`config.mk`:
```
export PLATFORM = sky130hd
export DESIGN_NAME = nps_back
export DESIGN_NICKNAME = d
export VERILOG_FILES = /design/src/design/nps_pkg.sv /design/src/design/nps_back.sv
export SDC_FILE = /design/constraint.sdc
export NUM_CORES = 1
export LEC_CHECK = 0
export BUFFER_PORTS_ARGS = -buffer_cell sky130_fd_sc_hd__buf_2
export CORE_UTILIZATION = 30
export CTS_BUF_LIST = sky130_fd_sc_hd__clkbuf_4 sky130_fd_sc_hd__clkbuf_8
export DETAILED_ROUTE_END_ITERATION = 10
export PLACE_DENSITY_LB_ADDON = 0.3
export SYNTH_ARGS = -nofsm -noshare
export SYNTH_HDL_FRONTEND = slang
export SYNTH_SLANG_ARGS = --single-unit
```
`constraint.sdc`:
```
create_clock -name clock -period 4.3 [get_ports clock]
set_input_delay 1.29 -clock clock [delete_from_list [all_inputs] [get_ports clock]]
set_output_delay 1.29 -clock clock [all_outputs]
set_load 0.01 [all_outputs]
```
`src/design/nps_pkg.sv`:
```
`timescale 1ns / 1ps
package nps_pkg;

   localparam int MAX_DIM    = 4;
   localparam int MAX_POINTS = 65536;

   localparam int COORD_W = 24;
   localparam int MAG_W   = COORD_W + 1;
   localparam int SQ_W    = 2 * MAG_W;
   localparam int DIST_W  = 52;
   localparam int IDX_W   = 16;
   localparam int CNT_W   = 17;
   localparam int DIM_W   = 3;

   localparam int FIFO_DEPTH = 8;
   localparam int FIFO_PTR_W = 3;
   localparam int FIFO_CNT_W = 4;

   localparam logic [DIM_W-1:0] DIM_RESET = 3'd2;

   localparam logic CMD_START = 1'b0;
   localparam logic CMD_CAND  = 1'b1;

   // One classified item on its way from the front to the back
   typedef struct packed {
      logic              is_start;
      logic              compare;
      logic              last;
      logic [IDX_W-1:0]  index;
      logic [DIST_W-1:0] distance;
   } nps_item_type;

   typedef struct packed {
      logic is_start;
      logic compare;
      logic last;
      logic [IDX_W-1:0] index;
   } nps_meta_type;

   typedef struct packed {
      logic full;
      logic empty;
   } nps_fifo_status_type;

endpackage

```
`src/design/nps_back.sv`:
```
`timescale 1ns / 1ps
module nps_back
   import nps_pkg::*;
(
   input  logic               clock,
   input  logic               reset,
   input  nps_item_type       head,
   input  logic               head_empty,
   output logic               head_pop,
   output logic               empty,
   input  logic               pop,
   output logic               rsp_found,
   output logic [IDX_W-1:0]   rsp_best_index,
   output logic [DIST_W-1:0]  rsp_best_distance_sq
);

   logic              have_ff, have_in, have_upd;
   logic [DIST_W-1:0] best_dist_ff, best_dist_in, dist_upd;
   logic [IDX_W-1:0]  best_idx_ff, best_idx_in, idx_upd;
   logic              out_valid_ff, out_valid_in;
   logic              slot_free;
   logic              found_ff;
   logic [IDX_W-1:0]  index_ff;
   logic [DIST_W-1:0] dist_ff;

   assign slot_free = !out_valid_ff || pop;
   assign head_pop  = !head_empty && (!head.last || slot_free);

   // running minimum; ties keep the earlier index
   always_comb begin
      have_upd = have_ff;
      dist_upd = best_dist_ff;
      idx_upd  = best_idx_ff;
      if (head.is_start) begin
         have_upd = 1'b0;
         dist_upd = '0;
         idx_upd  = '0;
      end else if (head.compare && (!have_ff || head.distance < best_dist_ff)) begin
         have_upd = 1'b1;
         dist_upd = head.distance;
         idx_upd  = head.index;
      end
   end

   always_comb begin
      have_in      = have_ff;
      best_dist_in = best_dist_ff;
      best_idx_in  = best_idx_ff;
      out_valid_in = out_valid_ff && !pop;
      if (head_pop) begin
         if (head.last) begin
            have_in      = 1'b0;
            best_dist_in = '0;
            best_idx_in  = '0;
            out_valid_in = 1'b1;
         end else begin
            have_in      = have_upd;
            best_dist_in = dist_upd;
            best_idx_in  = idx_upd;
         end
      end
   end

   always_ff @(posedge clock) begin
      if (reset) begin
         have_ff      <= 1'b0;
         best_dist_ff <= '0;
         best_idx_ff  <= '0;
         out_valid_ff <= 1'b0;
      end else begin
         have_ff      <= have_in;
         best_dist_ff <= best_dist_in;
         best_idx_ff  <= best_idx_in;
         out_valid_ff <= out_valid_in;
      end
   end

   always_ff @(posedge clock) begin
      if (head_pop && head.last) begin
         found_ff <= have_upd;
         index_ff <= have_upd ? idx_upd : '0;
         dist_ff  <= have_upd ? dist_upd : '0;
      end
   end

   assign empty                = !out_valid_ff;
   assign rsp_found            = found_ff;
   assign rsp_best_index       = index_ff;
   assign rsp_best_distance_sq = dist_ff;

endmodule

```
**Word-level counts from Yosys, hierarchy flattened**

Index checks and enable logic that the tools add are counted.

- Reduce and logical (&&, ||, !) cells: 12
- $lt $le $gt $ge: 1
- Multiplexer cells: 11

Operators with widths:

| cell | count |
|---|---|
| 52-bit two-way mux | 3 |
| 52-bit < comparator | 1 |
| 16-bit two-way mux | 3 |
| 1-bit zero test | 5 |
| 1-bit two-way mux | 5 |
| 1-bit logical AND | 4 |
| 1-bit logical OR | 3 |

- Word-level logic and storage cells: 31
- Flip-flop bits (word level): 139
- Output and inout port bits: 71

**Logic depth before layout (Yosys ltp)**

Gate-level depths: netlist (run 1).

- Depth in word-level cells: 6
- Gate-level depth with buffers: 12
- Gate-level depth less buffers: 9

**Worst setup path after synthesis (run 1)**

Ideal clock, no wire load.

- Kind: input-to-reg
- From: in pop
- To: reg dist_ff[0] (netlist: rsp_best_distance_sq[0]), enable pin
- Data arrival time: 3.370 ns
- Required time: 3.865 ns
- Cell stages on the path: 3
- Setup time: 0.435 ns
- Setup slack: 0.495 ns
- Path through: nor2_1 -> a21oi_1 -> and2_1

- Cells in the longest elaborated chain, start to end: 4

Ends and longest elaborated chain:

| item | line | source |
|---|---|---|
| from (decl) | nps_back.sv:11 | `input logic pop,` |
| 1-bit logical OR | nps_back.sv:26 | `assign slot_free = !out_valid_ff \|\| pop;` |
| 1-bit logical OR | nps_back.sv:27 | `assign head_pop = !head_empty && (!head.last \|\| slot_free);` |
| 1-bit logical AND | nps_back.sv:27 |  |
| via head_pop | nps_back.sv:9 | `output logic head_pop,` |
| 1-bit logical AND | nps_back.sv:79 | `if (head_pop && head.last) begin` |
| to (signal assigned) | nps_back.sv:82 | `dist_ff <= have_upd ? dist_upd : '0;` |
| to (decl) | nps_back.sv:24 | `logic [DIST_W-1:0] dist_ff;` |

The timed path passes the listed nets, and every way through them passes these cells.
A chain may end at the register's enable or synchronous reset.

**Worst setup path after layout (run 1)**

- From: in head[2] (netlist bit)
- To: reg dist_ff[49] (netlist: rsp_best_distance_sq[49]), data pin

- Cells in the longest elaborated chain, start to end: 5

Ends and longest elaborated chain:

| item | line | source |
|---|---|---|
| from (decl) | nps_back.sv:7 | `input nps_item_type head,` |
| 52-bit < comparator * | nps_back.sv:38 | `end else if (head.compare && (!have_ff \|\| head.distance < best_dist_ff)) begin` |
| 1-bit logical OR * | nps_back.sv:38 |  |
| 1-bit logical AND * | nps_back.sv:38 |  |
| 52-bit two-way mux or 1-bit two-way mux (tied branches) | nps_back.sv:38 |  |
| 52-bit two-way mux or 1-bit two-way mux (tied branches) | nps_back.sv:34 | `if (head.is_start) begin` |

Every way passes the cells marked *; elsewhere a longest branch is shown, timed or not.

==> results of run 1 <==
==> layout by cell type, fill, tap and decap left out, drive strengths merged, types with 18 or more instances in the layout <==
master and instances:
buf 163, a21oi 93, o21ai 74, dfxtp 70, o211ai 69, edfxtp 69
a22o 68, inv 64, ha 51, nand2 18
==> sequential cells by signal, indices dropped and copies added (netlist names) <==
signal and cells:
rsp_found 1, rsp_best_index 16, rsp_best_distance_sq 52, out_valid_ff 1, best_dist_ff 52, have_ff 1
best_idx_ff 16
==> how the worst max path moves through the flow <==
stage | cells past startpoint | endpoint | start
floorplan | 3 | rsp_best_distance_sq[0]$_SDFFCE_PN0P_ | pop
global placement | 10 | rsp_best_distance_sq[47]$_SDFFCE_PN0P_ | head[2]
detailed placement | 10 | rsp_best_distance_sq[49]$_SDFFCE_PN0P_ | head[2]
CTS | 10 | rsp_best_distance_sq[49]$_SDFFCE_PN0P_ | head[2]
global route | 10 | rsp_best_distance_sq[44]$_SDFFCE_PN0P_ | head[2]
finish | 10 | rsp_best_distance_sq[49]$_SDFFCE_PN0P_ | head[2]
==> worst reg2reg max path, stage by stage (launching register included) <==
cell	delay, ns
dfxtp_1	0.36
inv_1	0.05
ha_1	0.28
a211o_1	0.29
a31oi_1	0.15
o221ai_1	0.18
a311oi_2	0.48
o211a_4	0.44
buf_4	0.32
o211ai_1	0.13
a21oi_1	0.16
==> where the power goes <==
group          internal [uW]  switching, uW
registers               1440           16.7
logic                    145            242
clock network            536            590
==> area by class of cell <==
class | count | area share [%]
sequential | 139 | 41.1
multi-input combinational | 426 | 36.1
timing repair buffer | 163 | 11.2
tap | 285 | 4.22
clock buffer | 17 | 2.77
inverter | 56 | 2.49
clock inverter | 15 | 2.07
==> stage by stage <==
step | setup WS (ns) | std cells | cell area [sq um] | utilization, %
6_report | 0.752 | 1101 | 8450 | 37.2
5_1_grt | 0.578 | 1101 | 8450 | 37.2
4_1_cts | 0.760 | 1101 | 8450 | 37.2
3_5_place_dp | 0.293 | 1069 | 8040 | 35.4
3_3_place_gp | 0.300 | 1069 | 8040 | 35.4
2_1_floorplan | 0.495 | 679 | 6970 | -
==> logic make-up after synthesis <==
| kind of cell | count (synthesis) |
|---|---|
| compound gates | 317 |
| flops | 139 |
| fa+ha+maj | 51 |
| buf+inv | 114 |
| simple gates | 58 |
==> layer usage <==
layer  track usage [%]  up-vias
met5                 0        -
met4              5.14        0
met3              3.61       16
met2              25.8      182
met1              23.1     2841
li1                  -     2821
==> run_results.csv, run 1 <==
group,metric,value,unit
logic_synthesis,synthSimpleGateAreaFrac,4.20,%
logic_synthesis,async_reset_ff_share,0,%
finish,layout-drive-gt1-share,25.1,%
power_and_ir_drop,power.total,2970,uW
logic_synthesis,synth_compound_area_share,29.9,%
sta,worst_pin_slew,0.994,ns
critical_path,arrival,3.84,ns
logic_synthesis,syn_nets,805,
logic_synthesis,yosys.area.top_type_share,29.7,%
logic_synthesis,synth_xor_xnor_area_share,0,%
critical_path,endpoint_kind,"flip-flop",
clocking,cts_buffers,17,
route,routed_via_density,5.32,
logic_synthesis,synthTopCellsByCount,"93 x a21oi_1, 74 x o21ai_0, 70 x dfxtp_1",
critical_path,cpLargestDelayFamily,"compound AO/OA/AOI/OAI gates",
critical_path,rr_startpoint,"best_dist_ff[2]$_SDFFE_PP0P_",
global_route,grt_overflow,0,
route,ant_nets,0,
route,wl_met1,9.44,mm
logic_synthesis,synth_seq_cells,139,
global_route,grt_max_degree,71,
sta,report.final.slew_viol_count,0,
clocking,ctsHoldBuffers,0,
critical_path,cp.required,4.60,ns
critical_path,r2r-end,"rsp_best_distance_sq[49]$_SDFFCE_PN0P_",
clocking,clockBufferDepth,2,
sta,setup_tns,0,ns
logic_synthesis,yosys_warnings,0,
place,dp_hpwl,12.2,mm
sta,relSlewSlack,33.7,%
critical_path,startpoint_type,"input pin",
logic_synthesis,synth_flop_cell,"dfxtp_1",
route,drtPass1Iterations,5,
logic_synthesis,yosys.area.top_type,"edfxtp_1",
clocking,clock_latency,0.45,ns
sta,fin_crit_sh,82.5,%
clocking,clk_pin_slew,0.09,ns
clocking,cts.sinks,139,
logic_synthesis,muxShareOfSynthArea,0,%
sta,fmax,282,MHz
critical_path,rr_worst_depth,10,
die,die_h,154,um
critical_path,critPathMaxFanout,20,
finish,diodes,0,
die,core_area,0.0227,sq mm
logic_synthesis,synth_area,0.00697,sq mm
die,start_util,30.7,%
route,drc,0,
logic_synthesis,yosysSeqAreaShare,49.8,%
power_and_ir_drop,power.leakage,0.00301,uW
critical_path,max_stage_delay,0.48,ns
hold_path,whs_endpoint,"best_idx_ff[15]$_SDFFE_PP0P_",
sta,finalCriticalPeriod,3.55,ns
finish,register_area,0.00347,sq mm
sta,hold_violations,0,
finish,syn2layout_area_growth,21.3,%
sta,setup_violations,0,
global_route,grt_pass1_wl,31.1,mm
sta,rsz0062_at_grt,"false",
global_route,antenna_found_initial,0,
critical_path,slowest_stage,"a311oi_2",
finish,multi_input_area,0.00305,sq mm
logic_synthesis,synth-edff-count,69,
place,io_buffers,145,
clocking,h-tree-depth,4,
finish,fin_nets,929,
critical_path,path_cells,"buf_2 > ha_1 > a211o_1 > a31oi_1 > o221ai_1 > a311oi_2 > o211a_4 > buf_4 > o211ai_1 > a21oi_1",
route,wl_per_cell,17.6,um
critical_path,critPathBufInv,2,
clocking,root_buffer,"clkbuf_8",
route,wl_met2,8.78,mm
global_route,grtUsageTotal,16.6,%
power_and_ir_drop,peakVddDrop,0.000149,V
route,dr.first_iter.drc_count,304,
clocking,ctsResizeCount,0,
run_status,outcome,"finished, final reports clean",
route,wl_met3,958,um
critical_path,rrSetupSlack,1.33,ns
logic_synthesis,ys_top_cells_by_area,"edfxtp_1 30%, dfxtp_1 20%, ha_1 9.2%",
critical_path,crit_type,"input pin to flip-flop",
die,std_cell_rows,55,
clocking,post_cts_buffers,0,
sta,finClkSkew,0.0146,ns
logic_synthesis,yosysMostFrequentCell,"a21oi_1",
sta,fin_hold_ws,0.481,ns
hold_path,holdPathStages,1,
flow_run,drv_cap,0,
clocking,cts_tree,"built",
hold_path,hp-start,"best_idx_ff[15]$_SDFFE_PP0P_",
route,top_layer,"met4",
die,dieArea,0.0238,sq mm
finish,fillers,2302,
power_and_ir_drop,power_density,351,mW/mm^2
hold_path,hp-class,"flip-flop to flip-flop",
global_route,grt_pass1_vias,5829,
logic_synthesis,synth_cells,679,
die,die_w,154,um
logic_synthesis,synth_fa_ha_area_share,9.15,%
place,gp_congestion,0.747,
route,num_vias,5860,
logic_synthesis,syn_avg_cell_area,10.3,sq um
die,io_pins,146,
route,wl,19.4,mm
logic_synthesis,synth_cell_types,38,
logic_synthesis,synth_top_family_by_area,"compound AO/OA/AOI/OAI gates",
(Power assumes the default switching activity.)
==> run 2, diff against run 1 <==
==> constraint.sdc (replaced) <==
create_clock -name clock -period 3.7 [get_ports clock]
set_input_delay 1.11 -clock clock [delete_from_list [all_inputs] [get_ports clock]]
set_output_delay 1.11 -clock clock [all_outputs]
set_load 0.01 [all_outputs]
==> run 2 against run 1 <==
Effect of this change: cell area increased by 0.75%; sequential power increased by 16%; critical endpoint is now best_dist_ff[8]$_SDFFE_PP0P_; global-route usage is 0.27 points higher; highest routed layer unchanged.
==> run_results.csv, run 2 (synthesized netlist as in run 1, its figures left out) <==
group,metric,value,unit
sta,report.final.slew_viol_count,0,
route,drtPass1Iterations,4,
place,gp_congestion,0.738,
finish,layout-drive-gt1-share,25.7,%
hold_path,hp-start,"best_idx_ff[12]$_SDFFE_PP0P_",
hold_path,hp-class,"flip-flop to flip-flop",
clocking,ctsHoldBuffers,0,
route,dr.first_iter.drc_count,255,
clocking,cts.sinks,139,
critical_path,endpoint_kind,"flip-flop",
route,ant_nets,0,
clocking,cts_buffers,17,
critical_path,cpLargestDelayFamily,"compound AO/OA/AOI/OAI gates",
critical_path,startpoint_type,"input pin",
route,wl,19.5,mm
power_and_ir_drop,pwr-share-comb,13.8,%
die,std_cell_rows,55,
hold_path,holdPathStages,1,
critical_path,slowest_stage,"a311oi_2",
finish,fillers,2315,
power_and_ir_drop,clkPwrFrac,35.3,%
finish,diodes,0,
global_route,antenna_found_initial,0,
die,start_util,30.7,%
power_and_ir_drop,p_switching,990,uW
power_and_ir_drop,p_seq_share,50.9,%
power_and_ir_drop,peakVddDrop,0.000241,V
critical_path,r2r-end,"best_dist_ff[8]$_SDFFE_PP0P_",
critical_path,worst_path_most_repeated_cell,"buf_12",
flow_run,drv_cap,0,
sta,finClkSkew,0.0112,ns
finish,final_common_cell,"buf_2",
power_and_ir_drop,switching_share,29.8,%
sta,fin_crit_sh,87.5,%
critical_path,max_stage_delay,0.47,ns
finish,fin_nets,935,
sta,finalCriticalPeriod,3.24,ns
route,routed_via_density,5.18,
sta,setup_tns,0,ns
sta,relSlewSlack,46.5,%
critical_path,arrival,3.62,ns
die,die_h,154,um
clocking,post_cts_buffers,0,
global_route,grt_max_degree,51,
clocking,h-tree-depth,4,
global_route,grt_pass1_vias,5710,
global_route,grtUsageTotal,16.9,%
die,dieArea,0.0238,sq mm
clocking,clk_pin_slew,0.08,ns
critical_path,rr_startpoint,"best_dist_ff[2]$_SDFFE_PP0P_",
power_and_ir_drop,p_int,2340,uW
clocking,root_buffer,"clkbuf_8",
hold_path,whs_endpoint,"best_idx_ff[12]$_SDFFE_PP0P_",
global_route,grt_pass1_wl,31.2,mm
clocking,clockBufferDepth,2,
finish,layout_common_cells,"145 x buf_2, 93 x a21oi_1, 74 x o21ai_0",
sta,fmax,309,MHz
power_and_ir_drop,power_density,391,mW/mm^2
finish,syn2layout_area_growth,22.2,%
critical_path,cp.required,4.08,ns
run_status,outcome,"finished, final reports clean",
critical_path,crit_type,"input pin to flip-flop",
critical_path,rr_worst_depth,11,
place,dp_hpwl,13.1,mm
place,io_buffers,145,
sta,setup_violations,0,
route,num_vias,5732,
clocking,clock_latency,0.44,ns
route,drc,0,
critical_path,rrSetupSlack,0.87,ns
route,wl_per_cell,17.7,um
finish,stdcell_area,0.00852,sq mm
die,die_w,154,um
sta,hold_violations,0,
critical_path,critPathBufInv,3,
global_route,grt_overflow,0,
power_and_ir_drop,power.leakage,0.00304,uW
die,core_area,0.0227,sq mm
clocking,cts_tree,"built",
critical_path,critPathMaxFanout,50,
sta,worst_pin_slew,0.802,ns
sta,rsz0062_at_grt,"false",
clocking,ctsResizeCount,0,
critical_path,critical_path.startpoint,"head[2]",
die,io_pins,146,
critical_path,path_cells,"buf_2 > ha_1 > a211o_1 > a31oi_1 > o221ai_1 > a311oi_2 > a211oi_4 > buf_12 > nor3_4 > buf_12 > a22o_1",
place,dpl_cell_area,0.00815,sq mm
-- run 2: worst reg2reg max path, stage by stage (launching register included) --
cell      delay, ns
dfxtp_1        0.36
inv_1          0.05
ha_1           0.28
a211o_1        0.29
a31oi_1        0.14
o221ai_1       0.19
a311oi_2       0.47
a211oi_4       0.14
buf_12         0.17
nor3_4         0.21
buf_12         0.30
a22o_1         0.19
-- run 2: metrics by stage --
step                hold slack (ns)  worst slack (ns)  total power (uW)  std cells  util (%)
CTS                           0.484             0.487              3370       1107      37.5
global route                  0.499             0.334              3490       1107      37.5
detailed placement            0.459            0.0320              2190       1075      35.9
floorplan                     0.442            0.0748              1980        679         -
global placement              0.455            0.0514              2180       1075      35.9
finish                        0.479             0.462              3330       1107      37.5
-- run 2: final cells by class --
class	instances	area, sq um	area share, %
Sequential cell	139	3470	40.8
Clock buffer	17	234	2.75
Inverter	56	210	2.47
Tap cell	285	357	4.19
Clock inverter	15	131	1.54
Multi-Input combinational cell	426	3050	35.9
Timing Repair Buffer	169	1060	12.4
-- run 2: layer usage --
layer | vias up | wire [um] | global-route usage, %
li1 | 2837 | - | -
met1 | 2725 | 9460 | 23.6
met2 | 153 | 8860 | 26.5
met3 | 17 | 971 | 3.39
met4 | 0 | 253 | 4.86
met5 | - | 0 | 0
-- run 2: worst max-delay path by stage --
stage	endpoint	slack [ns]	cells past startpoint
after global routing	best_dist_ff[8]$_SDFFE_PP0P_	0.33	11
final	best_dist_ff[8]$_SDFFE_PP0P_	0.46	11
after CTS	best_dist_ff[8]$_SDFFE_PP0P_	0.49	11
after global placement	best_dist_ff[43]$_SDFFE_PP0P_	0.05	11
after floorplan	rsp_best_distance_sq[0]$_SDFFCE_PN0P_	0.07	3
after detailed placement	best_dist_ff[21]$_SDFFE_PP0P_	0.03	11
-- run 2: power by group through the flow --
stage | clock [uW] | combinational (uW) | sequential, uW
CTS | 1210 | 465 | 1690
finish | 1180 | 459 | 1690
floorplan | 0 | 229 | 1750
detailed placement | 0 | 463 | 1730
global placement | 0 | 456 | 1730
global route | 1280 | 514 | 1700
==> run 3, diff against run 2 <==
--- a/config.mk
+++ b/config.mk
@@ -6,9 +6,11 @@
 export NUM_CORES = 1
 export LEC_CHECK = 0
 export BUFFER_PORTS_ARGS = -buffer_cell sky130_fd_sc_hd__buf_2
+export CAP_MARGIN = 20
 export CORE_UTILIZATION = 30
 export CTS_BUF_LIST = sky130_fd_sc_hd__clkbuf_4 sky130_fd_sc_hd__clkbuf_8
 export DETAILED_ROUTE_END_ITERATION = 10
+export MAX_ROUTING_LAYER = met4
 export PLACE_DENSITY_LB_ADDON = 0.3
 export SYNTH_ARGS = -nofsm -noshare
 export SYNTH_HDL_FRONTEND = slang
==> run 3 against run 2 <==
Effect of this change: sequential power about the same; non-clock buffer count unchanged; cell area unchanged; flip-flop and latch count unchanged; worst hold slack better by 0.00062 ns; sequential share of layout area unchanged; global-route usage up 0.49 points; count of clock-buffer cells in the layout unchanged; first-iteration DRC count down 13%; final cell count unchanged; clock skew up 0.00067 ns; largest power group unchanged.
==> run_results.csv, run 3 (synthesized netlist as in run 1, its figures left out) <==
group,metric,value,unit
place,io_buffers,145,
flow_run,drv_cap,0,
sta,setup_violations,0,
clocking,cts.sinks,139,
sta,relSlewSlack,46.7,%
sta,finalCriticalPeriod,3.22,ns
sta,fin_crit_sh,87.1,%
critical_path,startpoint_type,"input pin",
sta,hold_violations,0,
global_route,grt_pass1_vias,5711,
finish,register_area,0.00347,sq mm
clocking,cts_tree,"built",
global_route,antenna_found_initial,0,
clocking,clock_latency,0.45,ns
place,dpl_cell_area,0.00815,sq mm
clocking,clockBufferDepth,2,
route,routed_via_density,5.21,
power_and_ir_drop,switching_share,29.8,%
clocking,clk_pin_slew,0.09,ns
finish,multi_input_area,0.00305,sq mm
critical_path,crit_type,"input pin to flip-flop",
finish,layout-drive-gt1-share,25.7,%
route,ant_nets,0,
finish,final_common_cell,"buf_2",
power_and_ir_drop,p_switching,994,uW
die,std_cell_rows,55,
sta,worst_pin_slew,0.799,ns
critical_path,endpoint_kind,"flip-flop",
critical_path,max_stage_delay,0.47,ns
sta,setup_tns,0,ns
power_and_ir_drop,power_density,391,mW/mm^2
power_and_ir_drop,clkPwrFrac,35.4,%
clocking,h-tree-depth,4,
power_and_ir_drop,peakVddDrop,0.000241,V
die,io_pins,146,
clocking,cts_buffers,17,
hold_path,holdPathStages,1,
hold_path,hp-start,"best_idx_ff[12]$_SDFFE_PP0P_",
place,dp_hpwl,13.1,mm
hold_path,hp-class,"flip-flop to flip-flop",
global_route,grt_overflow,0,
sta,rsz0062_at_grt,"false",
critical_path,critPathMaxFanout,50,
sta,report.final.slew_viol_count,0,
clocking,ctsHoldBuffers,0,
place,gp_congestion,0.747,
die,start_util,30.7,%
route,drtPass1Iterations,4,
sta,finClkSkew,0.0119,ns
die,core_area,0.0227,sq mm
critical_path,cpLargestDelayFamily,"compound AO/OA/AOI/OAI gates",
global_route,grtUsageTotal,17.4,%
critical_path,arrival,3.62,ns
sta,fin_hold_ws,0.480,ns
finish,stdcell_area,0.00852,sq mm
global_route,grt_pass1_wl,31.2,mm
die,die_h,154,um
clocking,post_cts_buffers,0,
die,dieArea,0.0238,sq mm
die,die_w,154,um
critical_path,critPathBufInv,3,
global_route,grt_max_degree,51,
finish,syn2layout_area_growth,22.2,%
power_and_ir_drop,power.leakage,0.00304,uW
route,wl,19.6,mm
critical_path,r2r-end,"best_dist_ff[8]$_SDFFE_PP0P_",
critical_path,slowest_stage,"a311oi_2",
clocking,ctsResizeCount,0,
hold_path,whs_endpoint,"best_idx_ff[12]$_SDFFE_PP0P_",
finish,post-route-util,37.5,%
critical_path,rr_startpoint,"best_dist_ff[2]$_SDFFE_PP0P_",
finish,diodes,0,
critical_path,critical_path.startpoint,"head[2]",
finish,fin_nets,935,
power_and_ir_drop,pwr-share-comb,13.8,%
route,drc,0,
finish,layout_common_cells,"145 x buf_2, 93 x a21oi_1, 74 x o21ai_0",
run_status,outcome,"finished, final reports clean",
critical_path,worst_path_most_repeated_cell,"buf_12",
clocking,root_buffer,"clkbuf_8",
route,wl_per_cell,17.7,um
route,num_vias,5766,
route,dr.first_iter.drc_count,222,
power_and_ir_drop,p_int,2340,uW
critical_path,rr_worst_depth,11,
sta,fmax,310,MHz
critical_path,path_cells,"buf_2 > ha_1 > a211o_1 > a31oi_1 > o221ai_1 > a311oi_2 > a211oi_4 > buf_12 > nor3_4 > buf_12 > a22o_1",
critical_path,cp.required,4.09,ns
critical_path,rrSetupSlack,0.88,ns
power_and_ir_drop,p_seq_share,50.8,%
finish,fillers,2315,
run 3: cell counts in the layout (fill, tap and decap cells not counted):
No cell type changed its count.
run 3: layer usage:
metal  up-vias  track usage [%]  wire, um
met1      2739             23.7      9510
met3        19             3.19      1000
li1       2840                -         -
met5         -                -         0
met4         0             4.86       261
met2       168             26.4      8850
run 3: area by class of cell:
| cell class | instances | share of cell area (%) |
|---|---|---|
| tap | 285 | 4.19 |
| clock inverter | 15 | 1.54 |
| clock buffer | 17 | 2.75 |
| timing repair buffer | 169 | 12.4 |
| sequential | 139 | 40.8 |
| multi-input combinational | 426 | 35.9 |
| inverter | 56 | 2.47 |
run 3: metrics by stage:
stage | setup slack, ns | total power, uW | cells
after detailed placement | 0.0320 | 2190 | 1075
after global placement | 0.0514 | 2180 | 1075
final | 0.476 | 3330 | 1107
after floorplan | 0.0748 | 1980 | 679
after global routing | 0.334 | 3490 | 1107
after CTS | 0.487 | 3370 | 1107
run 3: worst max-delay path by stage:
stage	end	slack (ns)	depth (start not counted)
after floorplan	rsp_best_distance_sq[0]$_SDFFCE_PN0P_	0.07	3
after global placement	best_dist_ff[43]$_SDFFE_PP0P_	0.05	11
after detailed placement	best_dist_ff[21]$_SDFFE_PP0P_	0.03	11
after CTS	best_dist_ff[8]$_SDFFE_PP0P_	0.49	11
after global routing	best_dist_ff[8]$_SDFFE_PP0P_	0.33	11
final	best_dist_ff[8]$_SDFFE_PP0P_	0.48	11
run 3: worst register-to-register path: cells and delay by family (launching register included):
family | cells | cell delay (ns)
compound gates | 6 | 1.41
buf+inv | 3 | 0.51
flops | 1 | 0.36
fa+ha+maj | 1 | 0.28
simple gates | 1 | 0.21
run 3: power by group through the flow:
stage	Combinational (uW)	Clock, uW	Sequential, uW
finish	459	1180	1690
global route	514	1280	1700
CTS	465	1210	1690
detailed placement	463	0	1730
global placement	456	0	1730
floorplan	229	0	1750
