**config.mk**
```make
export PLATFORM = sky130hd
export DESIGN_NAME = nps_fifo
export DESIGN_NICKNAME = d
export VERILOG_FILES = /design/src/design/nps_pkg.sv /design/src/design/nps_fifo.sv
export SDC_FILE = /design/constraint.sdc
export NUM_CORES = 1
export LEC_CHECK = 0
export ABC_CLOCK_PERIOD_IN_PS = 10700
export BUFFER_PORTS_ARGS = -buffer_cell sky130_fd_sc_hd__buf_4
export CAP_MARGIN = 5
export CORE_MARGIN = 2
export CORE_UTILIZATION = 64
export CTS_BUF_LIST = sky130_fd_sc_hd__clkbuf_8 sky130_fd_sc_hd__clkbuf_16
export CTS_CLUSTER_DIAMETER = 60
export DETAILED_ROUTE_END_ITERATION = 16
export PLACE_DENSITY = 0.88
export REMOVE_ABC_BUFFERS = 1
export SLEW_MARGIN = 20
export SYNTH_ARGS = -nofsm -noshare
export SYNTH_HDL_FRONTEND = slang
export SYNTH_SLANG_ARGS = --single-unit
export TNS_END_PERCENT = 5
```
**constraint.sdc**
```tcl
create_clock -name clock -period 10.7 [get_ports clock]
set_input_delay 0 -clock clock [delete_from_list [all_inputs] [get_ports clock]]
set_output_delay 0 -clock clock [all_outputs]
set_load 0.005 [all_outputs]
```
**src/design/nps_pkg.sv**
```systemverilog
`timescale 1ns / 1ps
package nps_pkg;

   localparam int MAX_DIM    = 4;
   localparam int MAX_POINTS = 65536;

   localparam int COORD_W = 24;
   localparam int MAG_W   = COORD_W + 1;
   localparam int SQ_W    = 2 * MAG_W;
   localparam int DIST_W  = 52;
   localparam int IDX_W   = 16;
   localparam int CNT_W   = 17;
   localparam int DIM_W   = 3;

   localparam int FIFO_DEPTH = 8;
   localparam int FIFO_PTR_W = 3;
   localparam int FIFO_CNT_W = 4;

   localparam logic [DIM_W-1:0] DIM_RESET = 3'd2;

   localparam logic CMD_START = 1'b0;
   localparam logic CMD_CAND  = 1'b1;

   // One classified item on its way from the front to the back
   typedef struct packed {
      logic              is_start;
      logic              compare;
      logic              last;
      logic [IDX_W-1:0]  index;
      logic [DIST_W-1:0] distance;
   } nps_item_type;

   typedef struct packed {
      logic is_start;
      logic compare;
      logic last;
      logic [IDX_W-1:0] index;
   } nps_meta_type;

   typedef struct packed {
      logic full;
      logic empty;
   } nps_fifo_status_type;

endpackage

```
**src/design/nps_fifo.sv**
```systemverilog
`timescale 1ns / 1ps
module nps_fifo
   import nps_pkg::*;
(
   input  logic                clock,
   input  logic                reset,
   input  logic                push_en,
   input  nps_item_type        push_data,
   input  logic                pop_en,
   output nps_item_type        pop_data,
   output nps_fifo_status_type status
);

   nps_item_type          slot_ff [FIFO_DEPTH];
   logic [FIFO_PTR_W-1:0] wr_ptr_ff, rd_ptr_ff;
   logic [FIFO_CNT_W-1:0] fill_ff;

   assign status.full  = (fill_ff == FIFO_CNT_W'(FIFO_DEPTH));
   assign status.empty = (fill_ff == '0);
   assign pop_data     = slot_ff[rd_ptr_ff];

   always_ff @(posedge clock) begin
      if (reset) begin
         wr_ptr_ff <= '0;
         rd_ptr_ff <= '0;
         fill_ff   <= '0;
      end else begin
         if (push_en) begin
            wr_ptr_ff <= wr_ptr_ff + FIFO_PTR_W'(1);
         end
         if (pop_en) begin
            rd_ptr_ff <= rd_ptr_ff + FIFO_PTR_W'(1);
         end
         fill_ff <= fill_ff + FIFO_CNT_W'(push_en) - FIFO_CNT_W'(pop_en);
      end
   end

   always_ff @(posedge clock) begin
      if (push_en) begin
         slot_ff[wr_ptr_ff] <= push_data;
      end
   end

endmodule

```
After elaboration in Yosys (flattened, before gate mapping)
Memories as Yosys holds them, arrays and structs flattened. A register that Yosys moved wholly into a read port is not among the register bits.
Index checks and enable logic that the tools add are counted.
{"block": "totals", "reg_bits": 10, "mem_bits_rw": 568, "inputBits": 75, "out_inout_bits": 73, "word_cells": 14, "mem_count": 1}
{"memory": "slot_ff", "depth": 8, "width": 71, "rd": 1, "rd_clocked_by_memory_dff": 1, "write_ports": 1, "line": "nps_fifo.sv:14", "rtl": "nps_item_type slot_ff [FIFO_DEPTH];"}
{"block": "op_classes", "add_sub_neg": 4, "n_eq_ne": 1, "n_mux": 4, "reduce_logical": 1}
{"cell": "adder 3 x 1 -> 3 bit (second input constant)", "n": 2}
{"cell": "two-way mux 3 bit", "n": 2}
{"cell": "adder 4 x 1 -> 4 bit", "n": 1}
{"cell": "== test 4 bit (second input constant)", "n": 1}
{"cell": "logical NOT 4 bit", "n": 1}
{"cell": "subtractor 4 x 1 -> 4 bit", "n": 1}
{"cell": "two-way mux 1 bit", "n": 2}

Longest topological paths before layout
Gate-level depths: netlist (run 1).
{"block": "logic_depth", "depth_word": 3, "ltp_mapped": 8, "ltp_nobuf": 8}

Worst setup path before layout (run 1)
No wires, ideal clock.
{"block": "synth_timing", "kind": "register -> register", "start": "register wr_ptr_ff[2]", "end": "memory slot_ff[0][0] in the netlist's numbering (enable)", "setup_ns": 0.587, "arrival_time_ns": 5.314, "required_ns": 10.113, "setup_slack_ns": 4.798, "stages_incl_launch_ff": 3, "path_buffers": 0, "period_less_slack_ns": 5.902, "path_cell_list": "dfxtp_1 > nand2b_1 > nor3_1"}
{"item": "start: declaration", "line": "nps_fifo.sv:15", "rtl": "logic [FIFO_PTR_W-1:0] wr_ptr_ff, rd_ptr_ff;"}
{"item": "start signal: assignment", "line": "nps_fifo.sv:29", "rtl": "wr_ptr_ff <= wr_ptr_ff + FIFO_PTR_W'(1);"}
{"item": "end: declaration", "line": "nps_fifo.sv:14"}
Straight into the memory's write port.

==> reports/results.ini, run 1 <==
[layout]
layout.filler_cells = 1665
finish.net_count = 1230
antennaDiodeCount = 0
utilization = 0.770
final_layout_size_suffix_gt1_frac = 0.387
layout-area-overhead-vs-synth_pct = 18.2

[routing]
routed_wl_microns = 43200
detailed_route_wirelength_on_metal3_microns = 2500
route.met2.wl_microns = 22600
ant_nets = 0
drc_markers = 0
drt-wirelength-per-cell_microns = 26.4
topRoutingLayerUsed = met4
wl_met1_microns = 17100
drt_first_iter_violations = 959
via_count = 10100
drt_pre_antenna_iters = 5
via_per_inst = 6.21

[timing]
relSlewSlack = 0.272
post-route-min-period_ns = 3.50
grt_setup_unrepaired = false
final_layout_setup_total_negative_slack_ns = 0
report.final.setup_viol = 0
max_clock_freq_ghz = 0.286
period_share = 0.327
clock_skew_ns = 0.0108
timing_max_transition_violations_final = 0
tightest_slew_ns = 1.09
finalHoldViolCount = 0

[synth]
synth_seq_area_share = 0.790
synth_area_sq_um = 21900
avgSynthCellArea_sq_um = 24.6
post_synth_inst_count = 891
synth_seq_cells = 581
ys_types = 23
synthesis.yosys.warnings = 0

[die]
initial_standard_cell_utilization_of_the_core = 0.652
floorplan.io_pins = 148
die_width_microns = 189
die_area_sq_um = 35700
core_area_sq_um = 33600
std_cell_rows = 67
fp.dieH_microns = 189

[clock_network]
numCtsBuffers = 54
cts-htree-levels = 2
cts_max_path_buffers = 3
clock_latency_ns = 0.56
postCtsHoldBufs = 75
ctsResizeCount = 0
path_clk_slew_ns = 0.06
tritoncts = built
cts.root.buffer_cell = sky130_fd_sc_hd__clkbuf_16
post_cts.repair.setup_buffers = 0
tritoncts_num_sinks = 581

[global_route]
groute.usage.overall = 0.247
maximum_number_of_pins_on_one_net_before_global_route_repair = 79
globalRoute.totalOverflow = 0
grt_pass1_wl_microns = 64800
antenna_found_initial = 0
first_global_vias = 10700

[pwr]
power-per-cell-area_nw_per_um2 = 183
irDropWorstVdd_v = 0.000136
leak_pwr_nw = 8.41

[worst_setup_path]
r2r_slack_ns = 7.88
regToRegEndpoint = slot_ff[0][48]$_DFFE_PP_
r2r_cell_count = 3
worst-endpoint-arrival_ns = 3.50
start_kind = flip-flop
path_class = flip-flop to primary output
worst_setup_path_end_kind = primary output
critical_path_required_ns = 10.70
worstReg2RegStart = wr_ptr_ff[2]$_SDFFE_PP0P_
critPathMaxFanout = 48

[worst_hold_path]
timing.hold.worst.start = push_data[0]
min_to = slot_ff[2][0]$_DFFE_PP_
worst_hold_path.num_cells = 2
path_category_of_the_worst_min_delay_check = input pin to flip-flop

[place]
detailedPlacementHpwl_microns = 21300
io_buffers = 147
gpl.final_weighted_congestion = 0.714

[status]
outcome = finished clean

[job]
max_cap_violations = 0

[logic make-up (layout without fill, tap and decap cells)]
kind of cell / Yosys count / count (layout) / synth area share
flops: 581 / 581 / 0.790
simple gates: 30 / 30 / 0.00611
fa+ha+maj: 9 / 9 / 0.00548
mux: 215 / 215 / 0.183
compound gates: 3 / 3 / 0.000856
buf+inv: 48 / 342 / 0.0122
xor+xnor: 5 / 5 / 0.00200
[area by class of cell]
cell class | instances | area, sq um | share of cell area
clock buffer | 56 | 1390 | 0.0537
tap | 448 | 561 | 0.0216
clock inverter | 39 | 198 | 0.00763
inverter | 7 | 26.3 | 0.00101
multi-input combinational | 262 | 4390 | 0.169
sequential | 581 | 17300 | 0.669
timing repair buffer | 240 | 2010 | 0.0776
[stage by stage]
| step | hold WS, ns | power, mW | worst slack (ns) | instances | instance area (sq um) |
|---|---|---|---|---|---|
| after floorplan | 0.0667 | 2.89 | 3.91 | 850 | 21700 |
| after global placement | 0.229 | 3.03 | 7.70 | 1462 | 23500 |
| after detailed placement | 0.235 | 3.05 | 7.67 | 1462 | 23500 |
| after CTS | 0.187 | 4.78 | 7.05 | 1632 | 25900 |
| after global routing | 0.198 | 4.89 | 6.87 | 1633 | 25900 |
| final | 0.208 | 4.75 | 7.20 | 1633 | 25900 |
[cells in the mapped netlist]
library cell / count / area, sq um
sky130_fd_sc_hd__a21oi_1: 2 / 10.0
sky130_fd_sc_hd__a31o_2: 1 / 8.76
sky130_fd_sc_hd__and3_1: 2 / 12.5
sky130_fd_sc_hd__buf_1: 1 / 3.75
sky130_fd_sc_hd__buf_2: 15 / 75.1
sky130_fd_sc_hd__buf_6: 9 / 101
sky130_fd_sc_hd__clkbuf_1: 16 / 60.1
sky130_fd_sc_hd__dfxtp_1: 13 / 260
sky130_fd_sc_hd__edfxtp_1: 568 / 17100
sky130_fd_sc_hd__fa_1: 1 / 20.0
sky130_fd_sc_hd__ha_1: 8 / 100
sky130_fd_sc_hd__inv_1: 7 / 26.3
sky130_fd_sc_hd__mux2_2: 71 / 800
sky130_fd_sc_hd__mux2i_1: 2 / 20.0
sky130_fd_sc_hd__mux4_2: 142 / 3200
sky130_fd_sc_hd__nand2_1: 4 / 15.0
sky130_fd_sc_hd__nand2b_1: 4 / 25.0
sky130_fd_sc_hd__nand3_1: 1 / 5.00
sky130_fd_sc_hd__nor2_1: 16 / 60.1
sky130_fd_sc_hd__nor2b_1: 1 / 6.26
sky130_fd_sc_hd__nor3_1: 2 / 10.0
sky130_fd_sc_hd__xnor2_1: 2 / 17.5
sky130_fd_sc_hd__xor2_1: 3 / 26.3
[sequential cells by signal, summed over array words and instances, names as in the netlist, named ones only]
| signal | count |
|---|---|
| fill_ff | 4 |
| rd_ptr_ff | 3 |
| slot_ff | 568 |
| wr_ptr_ff | 3 |
[how the worst max path moves through the flow]
| stage | from | cells after the start | endpoint |
|---|---|---|---|
| 6_report | flip-flop | 4 | pop_data[36] |
| 5_1_grt | flip-flop | 4 | pop_data[6] |
| 4_1_cts | flip-flop | 4 | pop_data[52] |
| 3_5_place_dp | flip-flop | 4 | pop_data[68] |
| 3_3_place_gp | flip-flop | 4 | pop_data[43] |
| 2_1_floorplan | flip-flop | 2 | pop_data[0] |
[critical path, cell delays in order (launching register included)]
cell and delay, ns:
sky130_fd_sc_hd__dfxtp_4 0.95, sky130_fd_sc_hd__buf_4 0.86, sky130_fd_sc_hd__mux4_2 0.63, sky130_fd_sc_hd__mux2_2 0.32
sky130_fd_sc_hd__buf_4 0.15
[power breakdown]
part	total [mW]	internal (mW)	switching (mW)	leakage (nW)
Clock	1.72	0.955	0.763	0.836
Combinational	0.431	0.239	0.192	2.30
Sequential	2.60	2.56	0.0356	5.27
Total	4.75	3.76	0.990	8.41
[layout by cell type, fill, tap and decap left out, types with 2 or more instances in the layout]
cell type / netlist / layout
sky130_fd_sc_hd__mux2i_1: 2 / 2
sky130_fd_sc_hd__mux2_2: 71 / 71
sky130_fd_sc_hd__clkbuf_16: 0 / 55
sky130_fd_sc_hd__ha_1: 8 / 8
sky130_fd_sc_hd__nor2_1: 16 / 10
sky130_fd_sc_hd__dlygate4sd3_1: 0 / 75
sky130_fd_sc_hd__dfxtp_1: 13 / 10
sky130_fd_sc_hd__xnor2_1: 2 / 2
sky130_fd_sc_hd__nor3_2: 0 / 2
sky130_fd_sc_hd__nand2b_1: 4 / 4
sky130_fd_sc_hd__mux4_2: 142 / 142
sky130_fd_sc_hd__edfxtp_1: 568 / 568
sky130_fd_sc_hd__dfxtp_4: 0 / 3
sky130_fd_sc_hd__clkinv_2: 0 / 9
sky130_fd_sc_hd__xor2_1: 3 / 3
sky130_fd_sc_hd__and3_1: 2 / 2
sky130_fd_sc_hd__a21oi_1: 2 / 2
sky130_fd_sc_hd__nor2_4: 0 / 6
sky130_fd_sc_hd__inv_1: 7 / 21
sky130_fd_sc_hd__clkinv_1: 0 / 12
sky130_fd_sc_hd__nand2_1: 4 / 4
sky130_fd_sc_hd__buf_4: 0 / 164
[per-layer routing]
layer  up-vias  global-route usage
li1       4290                   -
met1      5401               0.343
met2       382               0.415
met3        74              0.0426
met4         0              0.0715
met5         -                   0
No activity file was read; power rests on OpenSTA's default activity.
==> run 2, diff against run 1 <==
--- a/config.mk
+++ b/config.mk
@@ -5,15 +5,15 @@
 export SDC_FILE = /design/constraint.sdc
 export NUM_CORES = 1
 export LEC_CHECK = 0
-export ABC_CLOCK_PERIOD_IN_PS = 10700
+export ABC_CLOCK_PERIOD_IN_PS = 2900
 export BUFFER_PORTS_ARGS = -buffer_cell sky130_fd_sc_hd__buf_4
 export CAP_MARGIN = 5
 export CORE_MARGIN = 2
-export CORE_UTILIZATION = 64
+export CORE_UTILIZATION = 54
 export CTS_BUF_LIST = sky130_fd_sc_hd__clkbuf_8 sky130_fd_sc_hd__clkbuf_16
 export CTS_CLUSTER_DIAMETER = 60
 export DETAILED_ROUTE_END_ITERATION = 16
-export PLACE_DENSITY = 0.88
+export PLACE_DENSITY = 0.79
 export REMOVE_ABC_BUFFERS = 1
 export SLEW_MARGIN = 20
 export SYNTH_ARGS = -nofsm -noshare
==> constraint.sdc (replaced) <==
create_clock -name clock -period 2.9 [get_ports clock]
set_input_delay 0 -clock clock [delete_from_list [all_inputs] [get_ports clock]]
set_output_delay 0 -clock clock [all_outputs]
set_load 0.005 [all_outputs]
==> reports/results.ini, run 2 (synthesized netlist as in run 1, its figures left out) <==
[status]
outcome = finished clean

[global_route]
grt_pass1_wl_microns = 62900  ; -2.9%
globalRoute.totalOverflow = 0  ; unchanged
groute.usage.overall = 0.204  ; -0.0438
maximum_number_of_pins_on_one_net_before_global_route_repair = 80  ; +1.3%
antenna_found_initial = 2  ; +2
first_global_vias = 10600  ; -0.89%

[clock_network]
cts_max_path_buffers = 3  ; unchanged
cts-htree-levels = 2  ; unchanged
numCtsBuffers = 56  ; +3.7%
tritoncts = built
cts.root.buffer_cell = sky130_fd_sc_hd__clkbuf_16
clock_latency_ns = 0.59  ; +0.03 ns
path_clk_slew_ns = 0.06  ; about the same
post_cts.repair.setup_buffers = 0  ; unchanged
tritoncts_num_sinks = 581  ; unchanged

[die]
floorplan.io_pins = 148  ; unchanged
fp.dieH_microns = 205  ; +8.7%
die_area_sq_um = 42200  ; +18%
die_width_microns = 205  ; +8.7%
std_cell_rows = 73  ; +9.0%
initial_standard_cell_utilization_of_the_core = 0.549  ; -0.103
core_area_sq_um = 39900  ; +19%

[worst_setup_path]
cp_common_cell = sky130_fd_sc_hd__buf_4
r2r_slack_ns = 1.04  ; -6.84 ns
critical_path_required_ns = 2.90  ; -7.80 ns
start_kind = flip-flop
worst-endpoint-arrival_ns = 2.55  ; -0.95 ns
worst_setup_path_end_kind = primary output
path_class = flip-flop to primary output
crit_chain = buf_4, mux4_2, mux2_2, buf_4
critical_path.max_stage_delay_ns = 0.57  ; -0.38 ns
path_delay_family = multiplexers
timing.critical_path.slowest_stage_cell = sky130_fd_sc_hd__mux4_2
critPathMaxFanout = 24  ; -50%
timing.critical_path.buf_inv = 2  ; unchanged

[place]
detailedPlace.worstSlack_ns = 0.909  ; -6.76 ns
gpl.final_weighted_congestion = 0.694  ; -2.8%
io_buffers = 147  ; unchanged
detailedPlacementHpwl_microns = 22100  ; +4.0%
post-place-cells = 1546  ; +5.7%

[timing]
post-route-min-period_ns = 2.55
max_clock_freq_ghz = 0.392
period_share = 0.879
hold_ws_ns = 0.182  ; -0.0261 ns
tightest_slew_ns = 0.759  ; -0.333 ns
grt_setup_unrepaired = false
worst_slack_ns = 0.351  ; -6.85 ns
finalHoldViolCount = 0  ; unchanged
clock_skew_ns = 0.0156  ; +0.00481 ns
timing_max_transition_violations_final = 0  ; unchanged
report.final.setup_viol = 0  ; unchanged
relSlewSlack = 0.494  ; +0.222

[job]
max_cap_violations = 0  ; unchanged

[layout]
number_of_flip_flops_under_the_largest_register_name = 568  ; unchanged
finish.net_count = 1238  ; +0.65%
mostFrequentLayoutCell = sky130_fd_sc_hd__edfxtp_1
layout.area.seq_sq_um = 17300  ; unchanged
mostFrequentLayoutCells = sky130_fd_sc_hd__edfxtp_1 (568), sky130_fd_sc_hd__buf_4 (163), sky130_fd_sc_hd__mux4_2 (142)
layout-area-overhead-vs-synth_pct = 20.2
multi_input_comb_area_sq_um = 4390  ; unchanged
max_flop_register = slot_ff
layout.filler_cells = 2509  ; +51%
utilization = 0.660  ; -0.110
stdcell_count = 1728  ; +5.8%
layout_top_registers = slot_ff: 568 flops, fill_ff: 4 flops
final_layout_size_suffix_gt1_frac = 0.395  ; +0.00733

[routing]
drt_first_iter_violations = 678  ; -29%
via_count = 9879  ; -2.6%
ant_nets = 0  ; unchanged
drt_pre_antenna_iters = 7  ; +2
routed_wl_microns = 41600  ; -3.6%
via_per_inst = 5.72  ; -8.0%
drc_markers = 0  ; unchanged
drt-wirelength-per-cell_microns = 24.1  ; -8.9%

[worst_hold_path]
path_category_of_the_worst_min_delay_check = input pin to flip-flop

[pwr]
leak_pwr_nw = 8.59  ; +2.2%
fin_total_pwr_mw = 18.2  ; +280%
irDropWorstVdd_v = 0.000494  ; +260%
power-per-cell-area_nw_per_um2 = 689  ; +280%

[run 2: cell types whose count changed in the layout (fill, tap and decap cells not counted), sizes merged]
cell    before  now
inv         22   29
buf        165  171
clkbuf      56   62
clkinv      22   16
bufinv       1    4
diode        0    2
[run 2: path summary, 6_finish.rpt]
path,cells past startpoint,from,end
hold / removal,2,push_data[8],slot_ff[5][8]$_DFFE_PP_
setup reg to reg,3,wr_ptr_ff[2]$_SDFFE_PP0P_,slot_ff[0][57]$_DFFE_PP_
setup / recovery,4,flip-flop,pop_data[9]
hold reg to reg,2,rd_ptr_ff[1]$_SDFFE_PP0P_,flip-flop
[run 2: area by class of cell]
class,instances,area share
inverter,7,0.000997
sequential,581,0.658
multi-input combinational,262,0.167
clock buffer,62,0.0572
clock inverter,43,0.0114
timing repair buffer,246,0.0810
antenna,2,0.000190
tap,525,0.0249
[run 2: power breakdown]
group / switching, mW / internal (mW) / leakage, nW
clock: 2.92 / 4.06 / 0.970
sequential: 0.0975 / 9.46 / 5.27
combinational: 0.720 / 0.893 / 2.35
[run 2: worst reg2reg max path: stages (launching register included)]
cell                       delay [ns]
sky130_fd_sc_hd__dfxtp_1         0.33
sky130_fd_sc_hd__nand2b_1        0.31
sky130_fd_sc_hd__nor3_2          0.20
sky130_fd_sc_hd__buf_4           0.61
[run 2: metal layers]
metal | part of all wire | wire (microns) | track usage
met1 | 0.41 | 16900 | 0.270
met3 | 0.058 | 2410 | 0.0459
met2 | 0.52 | 21500 | 0.343
met4 | 0.018 | 745 | 0.0576
met5 | 0 | 0 | 0
[run 2: per-stage QoR]
stage | setup TNS (ns) | area [sq um]
3_3_place_gp | 0 | 23800
2_1_floorplan | -1159.00 | 21700
5_1_grt | 0 | 26300
3_5_place_dp | 0 | 23800
6_report | 0 | 26300
4_1_cts | 0 | 26300
[run 2: repair_timing]
action | in CTS | in global routing
hold buffers | 75 | 0
hold endpoints to repair | 581 | 0
resized for setup | 0 | 0
==> run 3, diff against run 2 <==
--- a/config.mk
+++ b/config.mk
@@ -6,13 +6,13 @@
 export NUM_CORES = 1
 export LEC_CHECK = 0
 export ABC_CLOCK_PERIOD_IN_PS = 2900
-export BUFFER_PORTS_ARGS = -buffer_cell sky130_fd_sc_hd__buf_4
 export CAP_MARGIN = 5
 export CORE_MARGIN = 2
-export CORE_UTILIZATION = 54
+export CORE_UTILIZATION = 57
 export CTS_BUF_LIST = sky130_fd_sc_hd__clkbuf_8 sky130_fd_sc_hd__clkbuf_16
 export CTS_CLUSTER_DIAMETER = 60
 export DETAILED_ROUTE_END_ITERATION = 16
+export DONT_BUFFER_PORTS = 1
 export PLACE_DENSITY = 0.79
 export REMOVE_ABC_BUFFERS = 1
 export SLEW_MARGIN = 20
==> reports/results.ini, run 3 (synthesized netlist as in run 1, its figures left out) <==
[worst_setup_path]
r2r_slack_ns = 0.81  ; -0.23 ns
critPathMaxFanout = 34  ; +42%
worst-endpoint-arrival_ns = 2.41  ; -0.14 ns
r2r_cell_count = 8  ; +5
worstReg2RegStart = fill_ff[0]$_SDFF_PP0_
path_class = flip-flop to primary output
critical_path_required_ns = 2.90  ; about the same
start_kind = flip-flop
critPathCapture = pop_data[69]
regToRegEndpoint = fill_ff[1]$_SDFF_PP0_
worst_setup_path_end_kind = primary output

[die]
initial_standard_cell_utilization_of_the_core = 0.581  ; +0.0314
core_area_sq_um = 37800  ; -5.4%
die_area_sq_um = 40000  ; -5.2%
floorplan.io_pins = 148  ; unchanged
fp.dieH_microns = 200  ; -2.6%
std_cell_rows = 71  ; -2.7%
die_width_microns = 200  ; -2.6%

[layout]
layout-area-overhead-vs-synth_pct = 15.4
mostFrequentLayoutCell = sky130_fd_sc_hd__edfxtp_1
layout.area.seq_sq_um = 17300  ; unchanged
max_flop_register = slot_ff
final_layout_size_suffix_gt1_frac = 0.314  ; -0.0810
layout.filler_cells = 2252  ; -10%
mostFrequentLayoutCells = sky130_fd_sc_hd__edfxtp_1 (568), sky130_fd_sc_hd__mux4_2 (142), sky130_fd_sc_hd__dlygate4sd3_1 (76)
finish.net_count = 1091  ; -12%
utilization = 0.670  ; +0.0101
layout_top_registers = slot_ff: 568 flops, fill_ff: 4 flops
number_of_flip_flops_under_the_largest_register_name = 568  ; unchanged
multi_input_comb_area_sq_um = 4390  ; unchanged

[place]
detailedPlace.worstSlack_ns = 1.05  ; +0.143 ns
gpl.final_weighted_congestion = 0.694  ; about the same
detailedPlacementHpwl_microns = 21500  ; -2.9%
io_buffers = 0  ; -100%

[status]
outcome = finished clean

[global_route]
maximum_number_of_pins_on_one_net_before_global_route_repair = 55  ; -31%
met1_usage = 0.278  ; +0.00789
grt_pass1_wl_microns = 60500  ; -3.8%
groute.usage.overall = 0.207  ; +0.00349
first_global_vias = 10000  ; -5.1%
globalRoute.totalOverflow = 0  ; unchanged
top_usage_layer = met2
antenna_found_initial = 6  ; +4
grtUsageMet3 = 0.0499  ; +0.00397
grt_use_met2 = 0.348  ; +0.00490

[routing]
drc_markers = 0  ; unchanged
via_count = 9391  ; -4.9%
routed_wl_microns = 40200  ; -3.3%
via_per_inst = 5.99  ; +4.8%
drt-wirelength-per-cell_microns = 25.7  ; +6.5%
drt_first_iter_violations = 775  ; +14%
drt_pre_antenna_iters = 5  ; -2
ant_nets = 0  ; unchanged

[worst_hold_path]
path_category_of_the_worst_min_delay_check = input pin to flip-flop

[timing]
finalHoldViolCount = 0  ; unchanged
final_layout_setup_total_negative_slack_ns = 0  ; unchanged
relSlewSlack = 0.479  ; -0.0155
tightest_slew_ns = 0.782  ; +0.0232 ns
post-route-min-period_ns = 2.41  ; -0.139 ns
clock_skew_ns = 0.0152  ; -0.000431 ns
grt_setup_unrepaired = false
report.final.setup_viol = 0  ; unchanged
max_clock_freq_ghz = 0.415  ; +5.8%
worst_slack_ns = 0.490  ; +0.139 ns
timing_max_transition_violations_final = 0  ; unchanged
period_share = 0.831  ; -0.0478

[clock_network]
cts.root.buffer_cell = sky130_fd_sc_hd__clkbuf_16
tritoncts = built
post_cts.repair.setup_buffers = 0  ; unchanged
cts_max_path_buffers = 3  ; unchanged
ctsResizeCount = 0  ; unchanged
clock_latency_ns = 0.57  ; -0.02 ns
tritoncts_num_sinks = 581  ; unchanged
numCtsBuffers = 55  ; -1.8%
path_clk_slew_ns = 0.06  ; about the same
cts-htree-levels = 2  ; unchanged

[pwr]
irDropWorstVdd_v = 0.000393  ; -20%
power-per-cell-area_nw_per_um2 = 713  ; +3.4%
leak_pwr_nw = 7.85  ; -8.6%

[job]
max_cap_violations = 0  ; unchanged

run 3: report_power, final:
group / switching [mW] / internal (mW)
Combinational: 0.664 / 0.649
Sequential: 0.0893 / 9.46
Clock: 2.91 / 4.26
Total: 3.66 / 14.4
run 3: layout make-up:
type | count | share of cell area
clock inverters | 45 | 0.0164
repair buffers | 100 | 0.0421
clock buffers | 57 | 0.0564
inverters | 7 | 0.00104
diodes | 5 | 0.000495
flip-flops and latches | 581 | 0.685
well taps | 511 | 0.0253
multi-input cells | 262 | 0.173
run 3: what timing repair did:
| item | CTS | global route |
|---|---|---|
| endpoints found under the hold margin | 581 | 0 |
| endpoints found under the setup margin | 0 | 0 |
| hold buffers | 76 | 0 |
run 3: layer usage:
layer / part of all wire / wire length [microns]
met1: 0.40 / 16200
met3: 0.072 / 2890
met5: 0.00032 / 13
met2: 0.51 / 20400
met4: 0.017 / 680
run 3: how the worst min path moves through the flow:
stage,from,to,cells past startpoint
floorplan,reset,fill_ff[1]$_SDFF_PP0_,1
global placement,reset,flip-flop,1
detailed placement,reset,flip-flop,1
CTS,push_en,slot_ff[7][18]$_DFFE_PP_,3
global route,push_en,slot_ff[7][16]$_DFFE_PP_,3
finish,push_en,slot_ff[7][18]$_DFFE_PP_,3
run 3: critical path, cell delays in order, from the launching register on:
cell and delay, ns:
sky130_fd_sc_hd__dfxtp_4 0.70, sky130_fd_sc_hd__buf_4 0.45, sky130_fd_sc_hd__mux4_2 0.37, sky130_fd_sc_hd__mux2_2 0.31
run 3: through the flow:
step                instances  power, mW  area [sq um]  hold WS (ns)
finish                   1568       18.0         25300         0.193
global route             1566       18.6         25300         0.223
CTS                      1563       18.2         25300         0.186
detailed placement       1385       10.9         22700        0.0695
global placement         1385       10.8         22700        0.0672
floorplan                 850       10.6         21700        0.0667
